`config.mk`:
```
export PLATFORM = sky130hd
export DESIGN_NAME = snapshot_stream_validator
export DESIGN_NICKNAME = d
export VERILOG_FILES = /design/src/hw/rtl/ssv_pkg.sv /design/src/hw/rtl/ssv_parser.sv /design/src/hw/rtl/ssv_result_queue.sv /design/src/hw/rtl/snapshot_stream_validator.sv
export SDC_FILE = /design/constraint.sdc
export NUM_CORES = 2
export LEC_CHECK = 0
export ABC_AREA = 1
export ABC_CLOCK_PERIOD_IN_PS = 9900
export BUFFER_PORTS_ARGS = -buffer_cell sky130_fd_sc_hd__buf_4
export CORE_MARGIN = 10
export CORE_UTILIZATION = 45
export CTS_BUF_LIST = sky130_fd_sc_hd__clkbuf_4 sky130_fd_sc_hd__clkbuf_8
export DETAILED_ROUTE_END_ITERATION = 6
export PLACE_DENSITY_LB_ADDON = 0.2
export SLEW_MARGIN = 40
export SYNTH_ARGS = -nofsm -noshare
export SYNTH_HDL_FRONTEND = slang
export SYNTH_SLANG_ARGS = --single-unit
```
`constraint.sdc`:
```
create_clock -name clk -period 9.9 [get_ports clk]
set_clock_uncertainty 0.2 [all_clocks]
set_input_delay 0.99 -clock clk [delete_from_list [all_inputs] [get_ports clk]]
set_output_delay 0.99 -clock clk [all_outputs]
set_load 0.01 [all_outputs]
```
`src/hw/rtl/ssv_pkg.sv`:
```
// Shared types, constants and helpers of the snapshot stream validator.
`default_nettype none

package ssv_pkg;

  // Snapshot layout
  localparam int MagicLen  = 12;
  localparam int CountLen  = 8;
  localparam int IdLen     = 32;
  localparam int EntryLen  = 48;
  localparam logic [63:0] CountLimit = 64'd384307168202282324;

  // Result queue depth (holds at least one record plus one status)
  localparam int QueueDepth = 4;

  // Output tdata width: six 64-bit words and a 3-bit status, padded to bytes
  localparam int OutDataW = 392;

  // Parser phases
  typedef enum logic [3:0] {
    PH_MAGIC   = 4'b0001,
    PH_COUNT   = 4'b0010,
    PH_ENTRIES = 4'b0100,
    PH_DRAIN   = 4'b1000
  } phase_t;

  // Running account ID comparison against the previous entry
  typedef enum logic [2:0] {
    CMP_EQUAL   = 3'b001,
    CMP_LESS    = 3'b010,
    CMP_GREATER = 3'b100
  } cmp_t;

  // Final status codes
  typedef enum logic [2:0] {
    ST_OK        = 3'd0,
    ST_BAD_MAGIC = 3'd1,
    ST_COUNT_BIG = 3'd2,
    ST_TRUNCATED = 3'd3,
    ST_TRAILING  = 3'd4,
    ST_ORDER     = 3'd5
  } status_t;

  // Result kinds
  localparam logic KindRecord = 1'b0;
  localparam logic KindStatus = 1'b1;

  // One result item
  typedef struct packed {
    logic        kind;
    logic [63:0] word0;
    logic [63:0] word1;
    logic [63:0] word2;
    logic [63:0] word3;
    logic [63:0] balance;
    logic [63:0] nonce;
    logic [2:0]  status;
    logic        last;
  } result_t;

  // Results produced by one input transaction
  typedef struct packed {
    logic rec_valid;
    logic sts_valid;
  } push_t;

  // Magic string, one byte per position
  function automatic logic [7:0] magic_byte(input logic [3:0] idx);
    logic [7:0] b;
    case (idx)
      4'd0:    b = 8'h4E;
      4'd1:    b = 8'h55;
      4'd2:    b = 8'h4C;
      4'd3:    b = 8'h4C;
      4'd4:    b = 8'h2D;
      4'd5:    b = 8'h53;
      4'd6:    b = 8'h4E;
      4'd7:    b = 8'h41;
      4'd8:    b = 8'h50;
      4'd9:    b = 8'h2D;
      4'd10:   b = 8'h56;
      4'd11:   b = 8'h31;
      default: b = 8'h00;
    endcase
    return b;
  endfunction

endpackage

`default_nettype wire

```
`src/hw/rtl/ssv_parser.sv`:
```
// Byte-serial snapshot parser: magic, count, entries, order check, status.
`default_nettype none

module ssv_parser (
  input  wire logic            clk,
  input  wire logic            rst,
  input  wire logic            accept,
  input  wire logic [7:0]      data_byte,
  input  wire logic            byte_present,
  input  wire logic            end_of_snapshot,
  output ssv_pkg::push_t       push,
  output ssv_pkg::result_t     rec,
  output ssv_pkg::result_t     sts
);
  import ssv_pkg::*;

  // Control state
  phase_t      phase, phase_next;
  logic [5:0]  pos, pos_next;
  logic        have_prev, have_prev_next;
  cmp_t        cmp, cmp_next;
  status_t     err, err_next;

  // Payload state
  logic [63:0]  count, count_next;
  logic [255:0] cur_id, cur_id_next;
  logic [255:0] prev_id, prev_id_next;
  logic [63:0]  bal_acc, bal_acc_next;
  logic [63:0]  non_acc, non_acc_next;

  logic [4:0]   lane;
  logic [7:0]   prev_byte;
  status_t      final_status;

  // ID byte lane: first byte of each word is most significant
  assign lane      = {pos[4:3], ~pos[2:0]};
  assign prev_byte = prev_id[{lane, 3'b000} +: 8];

  // Next state for one transaction
  always_comb begin
    phase_next     = phase;
    pos_next       = pos;
    have_prev_next = have_prev;
    cmp_next       = cmp;
    err_next       = err;
    count_next     = count;
    cur_id_next    = cur_id;
    prev_id_next   = prev_id;
    bal_acc_next   = bal_acc;
    non_acc_next   = non_acc;
    push           = '0;
    final_status   = ST_OK;

    if (accept && byte_present) begin
      case (phase)
        PH_MAGIC: begin
          if (pos < 6'(MagicLen) && data_byte == magic_byte(pos[3:0])) begin
            if (pos == 6'(MagicLen - 1)) begin
              pos_next   = '0;
              phase_next = PH_COUNT;
            end else begin
              pos_next = pos + 6'd1;
            end
          end else begin
            err_next   = ST_BAD_MAGIC;
            phase_next = PH_DRAIN;
          end
        end
        PH_COUNT: begin
          count_next[{pos[2:0], 3'b000} +: 8] = data_byte;
          if (pos == 6'(CountLen - 1)) begin
            pos_next = '0;
            if (count_next > CountLimit) begin
              err_next   = ST_COUNT_BIG;
              phase_next = PH_DRAIN;
            end else if (count_next == '0) begin
              phase_next = PH_DRAIN;
            end else begin
              phase_next = PH_ENTRIES;
            end
          end else begin
            pos_next = pos + 6'd1;
          end
        end
        PH_ENTRIES: begin
          if (pos < 6'(IdLen)) begin
            // Store the ID byte and advance the byte-serial compare
            cur_id_next[{lane, 3'b000} +: 8] = data_byte;
            if (cmp == CMP_EQUAL) begin
              if (prev_byte < data_byte) begin
                cmp_next = CMP_LESS;
              end else if (prev_byte > data_byte) begin
                cmp_next = CMP_GREATER;
              end
            end
            pos_next = pos + 6'd1;
            if (pos == 6'(IdLen - 1) && have_prev && cmp_next != CMP_LESS) begin
              err_next   = ST_ORDER;
              phase_next = PH_DRAIN;
            end
          end else begin
            if (pos < 6'(IdLen + 8)) begin
              bal_acc_next[{pos[2:0], 3'b000} +: 8] = data_byte;
            end else begin
              non_acc_next[{pos[2:0], 3'b000} +: 8] = data_byte;
            end
            if (pos == 6'(EntryLen - 1)) begin
              // Entry complete: emit record, count down the remaining entries
              push.rec_valid = 1'b1;
              prev_id_next   = cur_id;
              have_prev_next = 1'b1;
              cmp_next       = CMP_EQUAL;
              pos_next       = '0;
              count_next     = count - 64'd1;
              if (count == 64'd1) begin
                phase_next = PH_DRAIN;
              end
            end else begin
              pos_next = pos + 6'd1;
            end
          end
        end
        PH_DRAIN: begin
          if (err == ST_OK) begin
            err_next = ST_TRAILING;
          end
        end
        default: begin
        end
      endcase
    end

    // End marker: report status and start over
    if (accept && end_of_snapshot) begin
      push.sts_valid = 1'b1;
      if (err_next != ST_OK) begin
        final_status = err_next;
      end else if (phase_next == PH_DRAIN) begin
        final_status = ST_OK;
      end else begin
        final_status = ST_TRUNCATED;
      end
      phase_next     = PH_MAGIC;
      pos_next       = '0;
      have_prev_next = 1'b0;
      cmp_next       = CMP_EQUAL;
      err_next       = ST_OK;
    end
  end

  // Result payloads
  always_comb begin
    rec         = '0;
    rec.kind    = KindRecord;
    rec.word0   = cur_id[63:0];
    rec.word1   = cur_id[127:64];
    rec.word2   = cur_id[191:128];
    rec.word3   = cur_id[255:192];
    rec.balance = bal_acc_next;
    rec.nonce   = non_acc_next;

    sts         = '0;
    sts.kind    = KindStatus;
    sts.status  = final_status;
    sts.last    = 1'b1;
  end

  // Control registers
  always_ff @(posedge clk) begin
    if (rst) begin
      phase     <= PH_MAGIC;
      pos       <= '0;
      have_prev <= 1'b0;
      cmp       <= CMP_EQUAL;
      err       <= ST_OK;
    end else begin
      phase     <= phase_next;
      pos       <= pos_next;
      have_prev <= have_prev_next;
      cmp       <= cmp_next;
      err       <= err_next;
    end
  end

  // Payload registers: every lane is written before it is used
  always_ff @(posedge clk) begin
    count   <= count_next;
    cur_id  <= cur_id_next;
    prev_id <= prev_id_next;
    bal_acc <= bal_acc_next;
    non_acc <= non_acc_next;
  end

endmodule

`default_nettype wire

```
`src/hw/rtl/ssv_result_queue.sv`:
```
// Result queue: takes up to two results per cycle, hands out one per cycle while out_ready is high.
`default_nettype none

module ssv_result_queue #(
  parameter int Depth = ssv_pkg::QueueDepth
) (
  input  wire logic             clk,
  input  wire logic             rst,
  input  ssv_pkg::push_t        push,
  input  ssv_pkg::result_t      rec,
  input  ssv_pkg::result_t      sts,
  output logic                  room,
  output logic                  out_valid,
  input  wire logic             out_ready,
  output ssv_pkg::result_t      head
);
  import ssv_pkg::*;

  localparam int PtrW = (Depth > 1) ? $clog2(Depth) : 1;
  localparam int CntW = $clog2(Depth + 1);

  result_t           mem [Depth];
  logic [PtrW-1:0]   wr_ptr, rd_ptr, wr_ptr_inc;
  logic [CntW-1:0]   fill, fill_next;
  logic [1:0]        n_wr;
  logic              pop;
  result_t           first;

  function automatic logic [PtrW-1:0] ptr_inc(input logic [PtrW-1:0] p);
    logic [PtrW-1:0] r;
    r = (p == PtrW'(Depth - 1)) ? '0 : p + PtrW'(1);
    return r;
  endfunction

  assign wr_ptr_inc = ptr_inc(wr_ptr);
  assign n_wr       = {1'b0, push.rec_valid} + {1'b0, push.sts_valid};
  assign first      = push.rec_valid ? rec : sts;
  assign pop        = out_valid && out_ready;
  assign out_valid  = (fill != '0);
  assign room       = (fill <= CntW'(Depth - 2));
  assign head       = mem[rd_ptr];
  assign fill_next  = fill + CntW'(n_wr) - CntW'(pop);

  // Write the record first, then the status
  always_ff @(posedge clk) begin
    if (n_wr != 2'd0) begin
      mem[wr_ptr] <= first;
    end
    if (push.rec_valid && push.sts_valid) begin
      mem[wr_ptr_inc] <= sts;
    end
  end

  // Advance pointers and fill level
  always_ff @(posedge clk) begin
    if (rst) begin
      wr_ptr <= '0;
      rd_ptr <= '0;
      fill   <= '0;
    end else begin
      if (n_wr == 2'd2) begin
        wr_ptr <= ptr_inc(wr_ptr_inc);
      end else if (n_wr == 2'd1) begin
        wr_ptr <= wr_ptr_inc;
      end
      if (pop) begin
        rd_ptr <= ptr_inc(rd_ptr);
      end
      fill <= fill_next;
    end
  end

endmodule

`default_nettype wire

```
`src/hw/rtl/snapshot_stream_validator.sv`:
```
// Top level: stream ports around the snapshot parser and its result queue.
// Output: a result is written into the result queue when the transaction that
//   completes it is accepted, and is presented once it reaches the queue head.
// Throughput: one input byte per cycle; tready falls only while the result
//   queue has fewer than two free entries.
// Reset: parser returns to the magic phase and the result queue empties.
`default_nettype none

module snapshot_stream_validator #(
  parameter int QueueDepth = ssv_pkg::QueueDepth
) (
  input  wire logic                          clk,
  input  wire logic                          rst,
  // Input stream
  input  wire logic                          s_axis_tvalid,
  output logic                               s_axis_tready,
  input  wire logic [7:0]                    s_axis_tdata,  // data_byte
  input  wire logic                          s_axis_tuser,  // byte_present
  input  wire logic                          s_axis_tlast,  // end_of_snapshot
  // Result stream
  output logic                               m_axis_tvalid,
  input  wire logic                          m_axis_tready,
  // account_word0, account_word1, account_word2, account_word3, balance,
  // nonce, status, zero padding
  output logic [ssv_pkg::OutDataW-1:0]       m_axis_tdata,
  output logic                               m_axis_tuser,  // result_kind
  output logic                               m_axis_tlast   // last
);
  import ssv_pkg::*;

  push_t   push;
  result_t rec, sts, head;
  logic    room;
  logic    accept;

  assign s_axis_tready = room;
  assign accept        = s_axis_tvalid && room;

  ssv_parser u_parser (
    .clk             (clk),
    .rst             (rst),
    .accept          (accept),
    .data_byte       (s_axis_tdata),
    .byte_present    (s_axis_tuser),
    .end_of_snapshot (s_axis_tlast),
    .push            (push),
    .rec             (rec),
    .sts             (sts)
  );

  ssv_result_queue #(
    .Depth (QueueDepth)
  ) u_queue (
    .clk       (clk),
    .rst       (rst),
    .push      (push),
    .rec       (rec),
    .sts       (sts),
    .room      (room),
    .out_valid (m_axis_tvalid),
    .out_ready (m_axis_tready),
    .head      (head)
  );

  // Pack the head result onto the master side
  assign m_axis_tdata = {5'b00000, head.status, head.nonce, head.balance,
                         head.word3, head.word2, head.word1, head.word0};
  assign m_axis_tuser = head.kind;
  assign m_axis_tlast = head.last;

endmodule

`default_nettype wire
```
* Word level (Yosys, flattened, before mapping)
Memories as Yosys holds them, arrays and structs flattened. A register that Yosys moved wholly into a read port is not among the register bits. Cells that the tools add are included.
Storage, ports and cells: bits in registers 728, latch bits 0, memory bits (writable) 1556, bits in read-only memories 112, input port bits 14, output and inout port bits 396, memories 2
Cells by class: $add $sub $neg 10, $mul 0, div/mod/pow operators 0, magnitude comparators 7, equality and inequality tests 21, shifts and indexed selects 5, multiplexer cells 72, bitwise operators 2, reductions and logical operators 23
Memories:
- u_queue.mem | depth 4, width 389, rd ports 1, clocked after memory_dff 1, write ports 2, line ssv_result_queue.sv:22 | result_t mem [Depth];
- (name not given) | depth 16, width 7, rd ports 1, clocked after memory_dff 1, write ports 0, line ssv_pkg.sv:70 | case (idx)
Operators by type and width (number):
- 2-to-1 mux 64 bit | 10
- 2-to-1 mux 389 bit | 1
- bitwise mux 256 bit | 1
- variable shift 8 x 10 -> 256 bit, first input constant | 1
- variable part select 256 x 9 -> 8 bit | 1
- variable part select 8 x 10 -> 256 bit | 1
- bitwise mux 64 bit | 3
- case mux 64 bit (2 select lines) | 1
- equality test 64 x 1 -> 1 bit, second input constant | 1
- > comparator 64 x 59 -> 1 bit, second input constant | 1
- zero test 64 bit | 1
- variable shift 8 x 8 -> 64 bit, first input constant | 1
- variable part select 8 x 8 -> 64 bit | 1
- subtractor 64 x 1 -> 64 bit, second input constant | 1
- 2-to-1 mux 3 bit | 17
- 2-to-1 mux 4 bit | 12
- 2-to-1 mux 6 bit | 5
- case mux 6 bit (3 select lines) | 1
- 2-to-1 mux 2 bit | 8
- 2-to-1 mux 8 bit | 2
- < comparator 6 bit, second input constant | 2
- case mux 3 bit (4 select lines) | 1
- case mux 4 bit (3 select lines) | 1
- negator 8 -> 10 bit | 1
- 35 further kinds | 65

* Depth between registers and ports, before layout
depth in word-level cells 20, mapped depth 32, mapped depth without buffers 27

* Cells and area by module
From an unflattened synthesis, not the netlist that was laid out.
Unflattened totals: cell total of the unflattened synthesis 11816, area, all modules 113596.4 µm²
By module, submodules not included:
- ssv_result_queue | times used 1, cells an instance 8174, area each 78770.5 µm², seq. area each 46905.0 µm²
- ssv_parser | times used 1, cells an instance 3634, area each 34777.1 µm², seq. area each 20339.5 µm²
- snapshot_stream_validator | times used 1, cells an instance 8, area each 48.8 µm², seq. area each 0.0 µm²

* Worst setup path before layout
OpenSTA, ideal clock, no wires.
path type in2reg, from in s_axis_tvalid, to mem u_queue.mem[0][379] (netlist bit), data arrival time 9.731 ns, setup slack -0.143 ns, stages on the path 8, buffers on the path 2, cells stage by stage nand2_1 inv_1 nand2_1 nor2_1 clkbuf_1 clkbuf_1 nand2_1 o21ai_0
RTL lines:
- start: declaration | line snapshot_stream_validator.sv:15 | input wire logic s_axis_tvalid,
- end: declaration | line ssv_result_queue.sv:22

==> impl_metrics.json <==
{
  "placed_cells": 13400,
  "start_util": 0.453,
  "yosysTopAreaCellShare": 0.367,
  "slew_violations": 0,
  "max_freq_mhz": 160,
  "synth_seq_cells": 2289,
  "drt_wl_total_um": 358000,
  "crit_type": "flop to flop",
  "rsz0062_at_grt": "no",
  "ir_worst_vdd_mv": 0.169,
  "grt_pass1_wl_um": 525000,
  "min_period_ns": 6.24,
  "hold_viol_final": 0,
  "power.total_mw": 23.6,
  "drc_errors": 0,
  "leakage_nw": 37.6,
  "start_kind": "flop",
  "arrival_ns": 6.92,
  "syn_avg_cell_area_um2": 8.34,
  "fin_nets": 11100,
  "worstPathMaxFanout": 115,
  "core_area_um2": 205000,
  "cts_buffers": 394,
  "viasPerCell": 6.13,
  "die_h_um": 474,
  "clock_sinks": 2289,
  "die_w_um": 474,
  "synth-edff-count": 588,
  "max_slew_margin": 0.322,
  "vias": 86200,
  "status": "finished clean",
  "dp_hpwl_um": 215000,
  "synth_area_leaders": "dfxtp_1, edfxtp_1, o21ai_0",
  "ys.warnings.count": 0,
  "hold_path_class": "input port to flop",
  "grt-ovfl-total": 0,
  "tightestPinTransition_ns": 1.02,
  "synth_ff_type": "dfxtp_1",
  "place.gp.congestion": 0.969,
  "fp-row-count": 166,
  "setup_violations": 0,
  "dr.pass1.iters": 6,
  "first_iter_violations": 10900,
  "clockBufferDepth": 4,
  "synth_area_um2": 92700,
  "yosys.cell_types.count": 53,
  "required_ns": 10.58,
  "layout-drive-gt1-share": 0.111,
  "antenna_found_initial": 12,
  "clkTransAtPathRegs_ns": 0.06,
  "async_reset_ff_frac": 0,
  "end_kind": "flop",
  "yosys.area.top_type": "dfxtp_1",
  "track_usage": 0.299,
  "synthTopCellsByCount": "o21ai_0, dfxtp_1, nand3_1",
  "yosysMostFrequentCell": "o21ai_0",
  "instances_no_fill": 14100,
  "ys_seq_area_frac": 0.558,
  "grt_pass1_vias": 80000,
  "io-pin-count": 410,
  "max_cap_violations": 0,
  "place_ws_ns": 3.80,
  "cts_tree": "built",
  "htreeDepth": 5,
  "fin_setup_tns_ns": 0,
  "layout_setup_ws_ns": 3.66,
  "place_area_um2": 97000,
  "postSynthCellCount": 11100,
  "antenna_left": 0,
  "routedWlPerCell_um": 25.4,
  "fillerInstances": 19300,
  "grt_start_max_net_pins": 190,
  "syn_to_final_growth_pct": 13.8,
  "port_buffers": 404,
  "clk_latency_ns": 1.09,
  "cts_root_buffer": "clkbuf_8",
  "final_cell_area_um2": 106000,
  "fin_crit_sh": 0.630,
  "power_density_nw_per_um2": 224,
  "die_area_um2": 225000
}
-- logic make-up (layout without fill, tap and decap cells) --
group	count (synthesis)	in the layout	synth area share
and+or+nand+nor	4231	4231	0.197
AOI/OAI and AO/OA	3234	3234	0.182
DFF	2289	2289	0.558
buffers and inverters	1265	1513	0.0516
xor gates and xnor gates	59	59	0.00557
adders and majority gates	37	37	0.00507
muxes	2	2	0.000216
other	1	17	0.0000404
-- area by class of cell --
class	count	area, um2	share of cell area
flip-flops and latches	2289	51700	0.490
multi-input cells	7568	36400	0.345
clock buffers	595	7400	0.0702
repair buffers	527	4740	0.0450
well taps	2688	3360	0.0319
inverters	315	1210	0.0115
clock inverters	76	606	0.00574
diodes	12	30.0	0.000285
-- metal layers --
layer,vias up,part of all wire,wire (um),global-route usage
li1,38700,-,-,-
met1,41700,0.40,142000,0.394
met2,4923,0.46,163000,0.473
met3,879,0.089,31800,0.0523
met4,10,0.058,20700,0.153
met5,-,0.00019,69,0
-- what timing repair did --
action                    CTS  global route
resized for setup           0             0
buffers inserted            0             0
hold endpoints to repair    4             0
hold buffers                1             0
-- cells in the final DEF (no fill, tap or decap), types with 8 or more instances in the layout --
cell | netlist | final
buf_4 | 7 | 456
nor4_1 | 14 | 13
nor3_1 | 74 | 72
inv_2 | 16 | 14
xor2_1 | 47 | 47
xnor2_1 | 12 | 12
bufinv_16 | 0 | 8
buf_12 | 0 | 31
buf_16 | 0 | 15
o21ai_0 | 2648 | 2648
clkbuf_8 | 0 | 469
a21oi_1 | 53 | 52
nand3_1 | 1634 | 1630
nand2_2 | 9 | 11
buf_6 | 0 | 22
a31oi_1 | 9 | 9
o221ai_1 | 14 | 14
clkbuf_4 | 0 | 126
nand2_1 | 982 | 972
ha_1 | 36 | 36
edfxtp_1 | 588 | 588
dfxtp_1 | 1701 | 1697
o22ai_1 | 438 | 438
inv_1 | 290 | 288
nand4_1 | 17 | 17
o21ai_1 | 33 | 33
nor2_2 | 7 | 15
diode_2 | 0 | 12
clkinv_2 | 0 | 36
nor2_1 | 1470 | 1461
clkinv_1 | 9 | 29
o211ai_1 | 9 | 9
-- final timing paths --
path	startpoint	end	slack [ns]	cells after the start
hold reg to reg	u_parser.cur_id[91]$_DFFE_PP_	u_parser.prev_id[91]$_DFFE_PP_	0.25	0
hold / removal	m_axis_tready	flop	0.22	4
setup / recovery	u_parser.pos[0]$_SDFFE_PP0P_	u_queue.mem[2][301]$_SDFFE_PP0P_	3.66	14
setup reg to reg	u_parser.pos[0]$_SDFFE_PP0P_	u_queue.mem[2][301]$_SDFFE_PP0P_	3.66	14
-- registers in the layout, summed over array words and instances (netlist names), 4 cells and up, named ones only --
signal and count:
u_parser.bal_acc 64, u_parser.phase 4, u_parser.non_acc 64, u_queue.mem 1552
u_parser.count 64, u_parser.pos 6, u_parser.cur_id 256, u_parser.prev_id 256
-- critical path: stages (launching register included) --
cell     delay (ns)
dfxtp_4        0.88
ha_1           0.32
inv_1          0.08
nor2_1         0.16
inv_1          0.08
nor3_1         0.34
nand2_1        0.29
nor2_1         0.25
ha_1           0.51
nand2_4        0.52
nand3_4        0.62
buf_12         0.32
buf_16         0.39
buf_4          0.60
o21ai_0        0.20
-- through the flow --
stage	hold WS [ns]	utilization
2_1_floorplan	0.216	-
3_3_place_gp	0.233	0.473
3_5_place_dp	0.240	0.474
4_1_cts	0.119	0.513
5_1_grt	0.175	0.515
6_report	0.217	0.515
-- report_power, final --
| part | switching (mW) | total [mW] | internal [mW] |
|---|---|---|---|
| Clock | 3.91 | 8.86 | 4.95 |
| Combinational | 3.45 | 5.09 | 1.64 |
| Sequential | 0.0545 | 9.64 | 9.59 |
| Total | 7.42 | 23.6 | 16.2 |
Power figures use the tool's default switching activity.
